--- src/rtl/assert_macros.svh ---
// ---------------------------------------------------------------------------
// Assertion macros
// Shared concurrent assertion forms, clocked on clk and quiet during rst.
// ---------------------------------------------------------------------------
`ifndef ASSERT_MACROS_SVH
`define ASSERT_MACROS_SVH

// ante holds in a cycle, cons must hold in the same cycle
`define TCCE_ASSERT_IMPL(label, ante, cons, msg) \
  label: assert property (@(posedge clk) disable iff (rst) (ante) |-> (cons)) \
    else $error(msg);

// ante holds in a cycle, cons must hold in the next one
`define TCCE_ASSERT_NEXT(label, ante, cons, msg) \
  label: assert property (@(posedge clk) disable iff (rst) (ante) |=> (cons)) \
    else $error(msg);

`endif

--- src/rtl/tcce_pkg.sv ---
// ---------------------------------------------------------------------------
// tcce_pkg
// Field widths, character and op codes, defaults and store control bundle.
// ---------------------------------------------------------------------------
`default_nettype none

package tcce_pkg;

  localparam int OP_W     = 2;
  localparam int SCREEN_W = 2;
  localparam int CHAR_W   = 8;
  localparam int ROW_W    = 5;
  localparam int COL_W    = 7;

  localparam int ROWS_DEF     = 25;
  localparam int COLS_DEF     = 80;
  localparam int SCREENS_DEF  = 3;
  localparam int TAB_STOP_DEF = 8;

  localparam logic [OP_W-1:0] OP_WRITE = 2'd0;
  localparam logic [OP_W-1:0] OP_CLEAR = 2'd1;
  localparam logic [OP_W-1:0] OP_READ  = 2'd2;
  localparam logic [OP_W-1:0] OP_NONE  = 2'd3;

  localparam logic [CHAR_W-1:0] CH_BS    = 8'd8;
  localparam logic [CHAR_W-1:0] CH_TAB   = 8'd9;
  localparam logic [CHAR_W-1:0] CH_NL    = 8'd10;
  localparam logic [CHAR_W-1:0] CH_CR    = 8'd13;
  localparam logic [CHAR_W-1:0] CH_SPACE = 8'd32;
  localparam logic [CHAR_W-1:0] CH_DEL   = 8'd127;

  typedef struct packed {
    logic              cell_we;
    logic [CHAR_W-1:0] cell_wdata;
    logic              len_we;
    logic              row_clr;
    logic              screen_clr;
  } store_ctl_t;

endpackage

`default_nettype wire

--- src/rtl/tcce_addr_unit.sv ---
// ---------------------------------------------------------------------------
// tcce_addr_unit
// Two-stage address unit: ring wrap of the visible row, then row-length
// index and cell address.
// ---------------------------------------------------------------------------
`default_nettype none

module tcce_addr_unit
  import tcce_pkg::*;
#(
  parameter int ROWS    = ROWS_DEF,
  parameter int COLS    = COLS_DEF,
  parameter int SCREENS = SCREENS_DEF
) (
  input  logic                                     clk,
  input  logic [((SCREENS > 1) ? $clog2(SCREENS) : 1)-1:0] sidx,
  input  logic [$clog2(ROWS)-1:0]                  top,
  input  logic [$clog2(ROWS)-1:0]                  vis,
  input  logic [$clog2(COLS+1)-1:0]                col,
  output logic [$clog2(SCREENS*ROWS)-1:0]          lidx,
  output logic [$clog2(SCREENS*ROWS*COLS)-1:0]     caddr
);

  localparam int RW  = $clog2(ROWS);
  localparam int CW  = $clog2(COLS+1);
  localparam int SIW = (SCREENS > 1) ? $clog2(SCREENS) : 1;
  localparam int LW  = $clog2(SCREENS*ROWS);
  localparam int CAW = $clog2(SCREENS*ROWS*COLS);

  logic [RW:0]    sum;
  logic [RW-1:0]  phys;
  logic [RW-1:0]  s1_phys;
  logic [SIW-1:0] s1_sidx;
  logic [CW-1:0]  s1_col;

  // both operands are below ROWS, so one subtract finishes the wrap
  assign sum  = {1'b0, top} + {1'b0, vis};
  assign phys = (sum >= (RW+1)'(ROWS)) ? RW'(sum - (RW+1)'(ROWS)) : RW'(sum);

  always_ff @(posedge clk) begin
    s1_phys <= phys;
    s1_sidx <= sidx;
    s1_col  <= col;
  end

  always_ff @(posedge clk) begin
    lidx  <= LW'(LW'(s1_sidx) * LW'(ROWS) + LW'(s1_phys));
    caddr <= CAW'(CAW'(s1_sidx) * CAW'(ROWS*COLS) + CAW'(s1_phys) * CAW'(COLS)
                  + CAW'(s1_col));
  end

endmodule

`default_nettype wire

--- config.mk ---
export PLATFORM = sky130hd
export DESIGN_NAME = tcce_addr_unit
export DESIGN_NICKNAME = d
export VERILOG_FILES = /design/src/rtl/assert_macros.svh /design/src/rtl/tcce_pkg.sv /design/src/rtl/tcce_addr_unit.sv
export SDC_FILE = /design/constraint.sdc
export NUM_CORES = 1
export LEC_CHECK = 0
export ABC_AREA = 1
export ABC_CLOCK_PERIOD_IN_PS = 4750
export BUFFER_PORTS_ARGS = -buffer_cell sky130_fd_sc_hd__buf_2
export CELL_PAD_IN_SITES_DETAIL_PLACEMENT = 1
export CELL_PAD_IN_SITES_GLOBAL_PLACEMENT = 1
export CORE_MARGIN = 4
export CORE_UTILIZATION = 32
export DETAILED_ROUTE_END_ITERATION = 8
export PLACE_DENSITY_LB_ADDON = 0.2
export SKIP_CTS_REPAIR_TIMING = 1
export SYNTH_ARGS = -nofsm -noshare
export SYNTH_HDL_FRONTEND = slang
export SYNTH_SLANG_ARGS = --single-unit
export TNS_END_PERCENT = 30
--- constraint.sdc ---
create_clock -name clk -period 4.75 [get_ports clk]
set_input_delay 0.475 -clock clk [delete_from_list [all_inputs] [get_ports clk]]
set_output_delay 0.475 -clock clk [all_outputs]
set_load 0.03 [all_outputs]
==> out/metrics.yaml <==
finish:
  nets: 322
  antennaDiodeCount: 0
  fin_area_sq_mm: 0.00238
  layout.cells.non_filler: 334
  drive_gt1_share_pct: 22.4
  final_cell_mix: "39 x inv_1, 39 x buf_2, 36 x nand2_1, 36 x ha_1, 34 x dfxtp_1"
  syn_to_final_growth_pct: 20.4
detailed_routing:
  vias_per_cell: 4.37
  drtAntennaViolNets: 0
  drt-wirelength-per-cell_um: 10.9
  first_pass_iters: 4
  first_iter_violations: 21
  drc: 0
  vias: 1458
  wirelength_mm: 3.64
timing:
  fmax_mhz: 366
  setup_ws_ns: 2.02
  hold_viol_final: 0
  final.period_utilization_pct: 57.5
  drv_slew: 0
  setup-tns-final_ns: 0
  slew_headroom_pct: 76.5
  rsz0062_at_grt: "false"
  setup_viol: 0
  fin_crit_ns: 2.73
  fin_worst_skew_ns: 0.00524
  worstMarginPinSlew_ns: 0.352
  hold_ws_ns: 0.283
setup_path:
  slowest_delay_ns: 0.41
  required_ns: 4.94
  cp-start-kind: "register"
  setup.worst_path.start: "s1_phys[1]"
  crit_type: "reg2reg"
  critPathTopFamily: "adder cells"
  cp.depth: 12
  worstPathArrival_ns: 2.92
  r2r-end: "caddr[12]"
  end_kind: "register"
  critPathMaxFanout: 4
  ff2ff_path_depth: 12
  r2r_slack_ns: 2.02
  crit_slowest_cell: "fa_1"
  reg2reg_from: "s1_phys[1]"
  worst-path-buf-inv: 0
  path_cells: "ha_1 -> ha_1 -> fa_1 -> nand2_1 -> a21boi_0 -> ha_1 -> ha_1 -> a21o_1 -> a31oi_1 -> nand2_1 -> nand2_1 -> nand2_1"
clock_network:
  cts_tree: "done"
  root_buffer: "clkbuf_8"
  clk_path_buf_depth: 2
  cts_buffers: 5
  clk_pin_slew_ns: 0.07
  cts.sinks: 34
  htree_num_levels: 2
  clk_latency_ns: 0.29
synth:
  synth_area_sq_mm: 0.00198
  async_flop_share_pct: 0
  ys_warn_count: 0
  ys_seq_elements: 34
  synth-edff-count: 0
  synth_cells: 212
  syn-num-nets: 276
  avgSynthCellArea_sq_um: 9.32
  seq_area_frac_synth_pct: 34.5
  synthFlopType: "dfxtp_1"
  synth.distinct_cells: 24
global_routing:
  grt_max_degree: 13
  grt_pass1_vias: 1461
  grt_overflow: 0
  grt_pass1_wl_mm: 6.40
  grtUsageTotal_pct: 11.0
  antenna_found_initial: 0
min_path:
  hp-class: "in2reg"
  min_from: "col[5]"
  hold_depth: 1
  min_to: "s1_col[5]"
floorplan:
  dieWidth_um: 86.6
  dieArea_sq_mm: 0.00750
  core_sq_mm: 0.00596
  num_rows: 28
  io_pins: 40
  start_util_pct: 33.2
  die_h_um: 86.6
placed_design:
  routabilityCongestion: 0.707
  placedCellCount: 326
  dpl_cell_area_sq_mm: 0.00226
  portBuffers: 39
  place_ws_ns: 2.01
  post-dp-hpwl_mm: 3.15
flow_run:
  cap_violations: 0
outcome:
  status: "finished, final reports clean"
pwr:
  p_per_area_mw_per_mm2: 636
  p_leak_nw: 1.30
  peakVddDrop_mv: 0.284
## synth_stat cells (3+ instances only)
| cell | number | area [sq um] |
|---|---|---|
| nand2_2 | 5 | 31.3 |
| ha_1 | 36 | 450 |
| a31oi_1 | 3 | 18.8 |
| nand4_1 | 3 | 18.8 |
| nand2_1 | 36 | 135 |
| fa_1 | 8 | 160 |
| xor2_1 | 6 | 52.6 |
| nor2_1 | 5 | 18.8 |
| dfxtp_1 | 34 | 681 |
| a21oi_1 | 3 | 15.0 |
| xnor2_1 | 6 | 52.6 |
| nand3_1 | 14 | 70.1 |
| inv_1 | 39 | 146 |
## worst register-to-register path, cell delays in order, from the launching register on
cell and delay (ns):
dfxtp_1 0.34, ha_1 0.30, ha_1 0.23, fa_1 0.41
nand2_1 0.08, a21boi_0 0.09, ha_1 0.28, ha_1 0.35
a21o_1 0.19, a31oi_1 0.18, nand2_1 0.07, nand2_1 0.06
nand2_1 0.04
## kinds of logic (layout without fill, tap and decap cells)
logic type	count (synthesis)	after routing	share of synthesized area (%)
AOI/OAI and AO/OA	14	14	4.56
buffers and inverters	40	87	7.60
adders and majority gates	44	44	30.9
xor gates and xnor gates	12	12	5.32
DFF	34	34	34.5
and+or+nand+nor	68	68	17.2
## flip-flops by register name, summed over array words and instances, names as in the netlist
signal,count
lidx,7
s1_sidx,2
caddr,13
s1_phys,5
s1_col,7
## layer usage
layer	track usage (%)	routed length, um	vias up
li1	-	-	763
met1	12.4	1540	657
met2	18.9	1780	32
met3	2.95	223	6
met4	5.95	93	0
met5	0	0	-
## how the worst max path moves through the flow
| stage | end | slack (ns) |
|---|---|---|
| after floorplan | caddr[12] | 2.17 |
| after global placement | caddr[12] | 2.04 |
| after detailed placement | caddr[12] | 2.01 |
| after CTS | caddr[12] | 1.99 |
| after global routing | caddr[12] | 1.82 |
| final | caddr[12] | 2.02 |
## report_power, final
part | internal [W] | switching (W)
clock | 0.000156 | 0.000106
sequential | 0.000378 | 0.0000300
combinational | 0.000324 | 0.000517
total | 0.000858 | 0.000653
## metrics by stage
| step | total power (W) | utilization [%] |
|---|---|---|
| 6_report | 0.00151 | 39.9 |
| 3_3_place_gp | 0.00127 | 38.0 |
| 2_1_floorplan | 0.00107 | - |
| 3_5_place_dp | 0.00128 | 38.0 |
| 5_1_grt | 0.00167 | 39.9 |
| 4_1_cts | 0.00155 | 39.9 |
## final cells by class
type,count,area [sq um]
well taps,75,93.8
repair buffers,39,195
multi-input cells,138,1140
clock buffers,5,68.8
inverters,40,150
clock inverters,3,45.0
flip-flops and latches,34,681
fillers,734,3580
No activity file was read; power rests on OpenSTA's default activity.
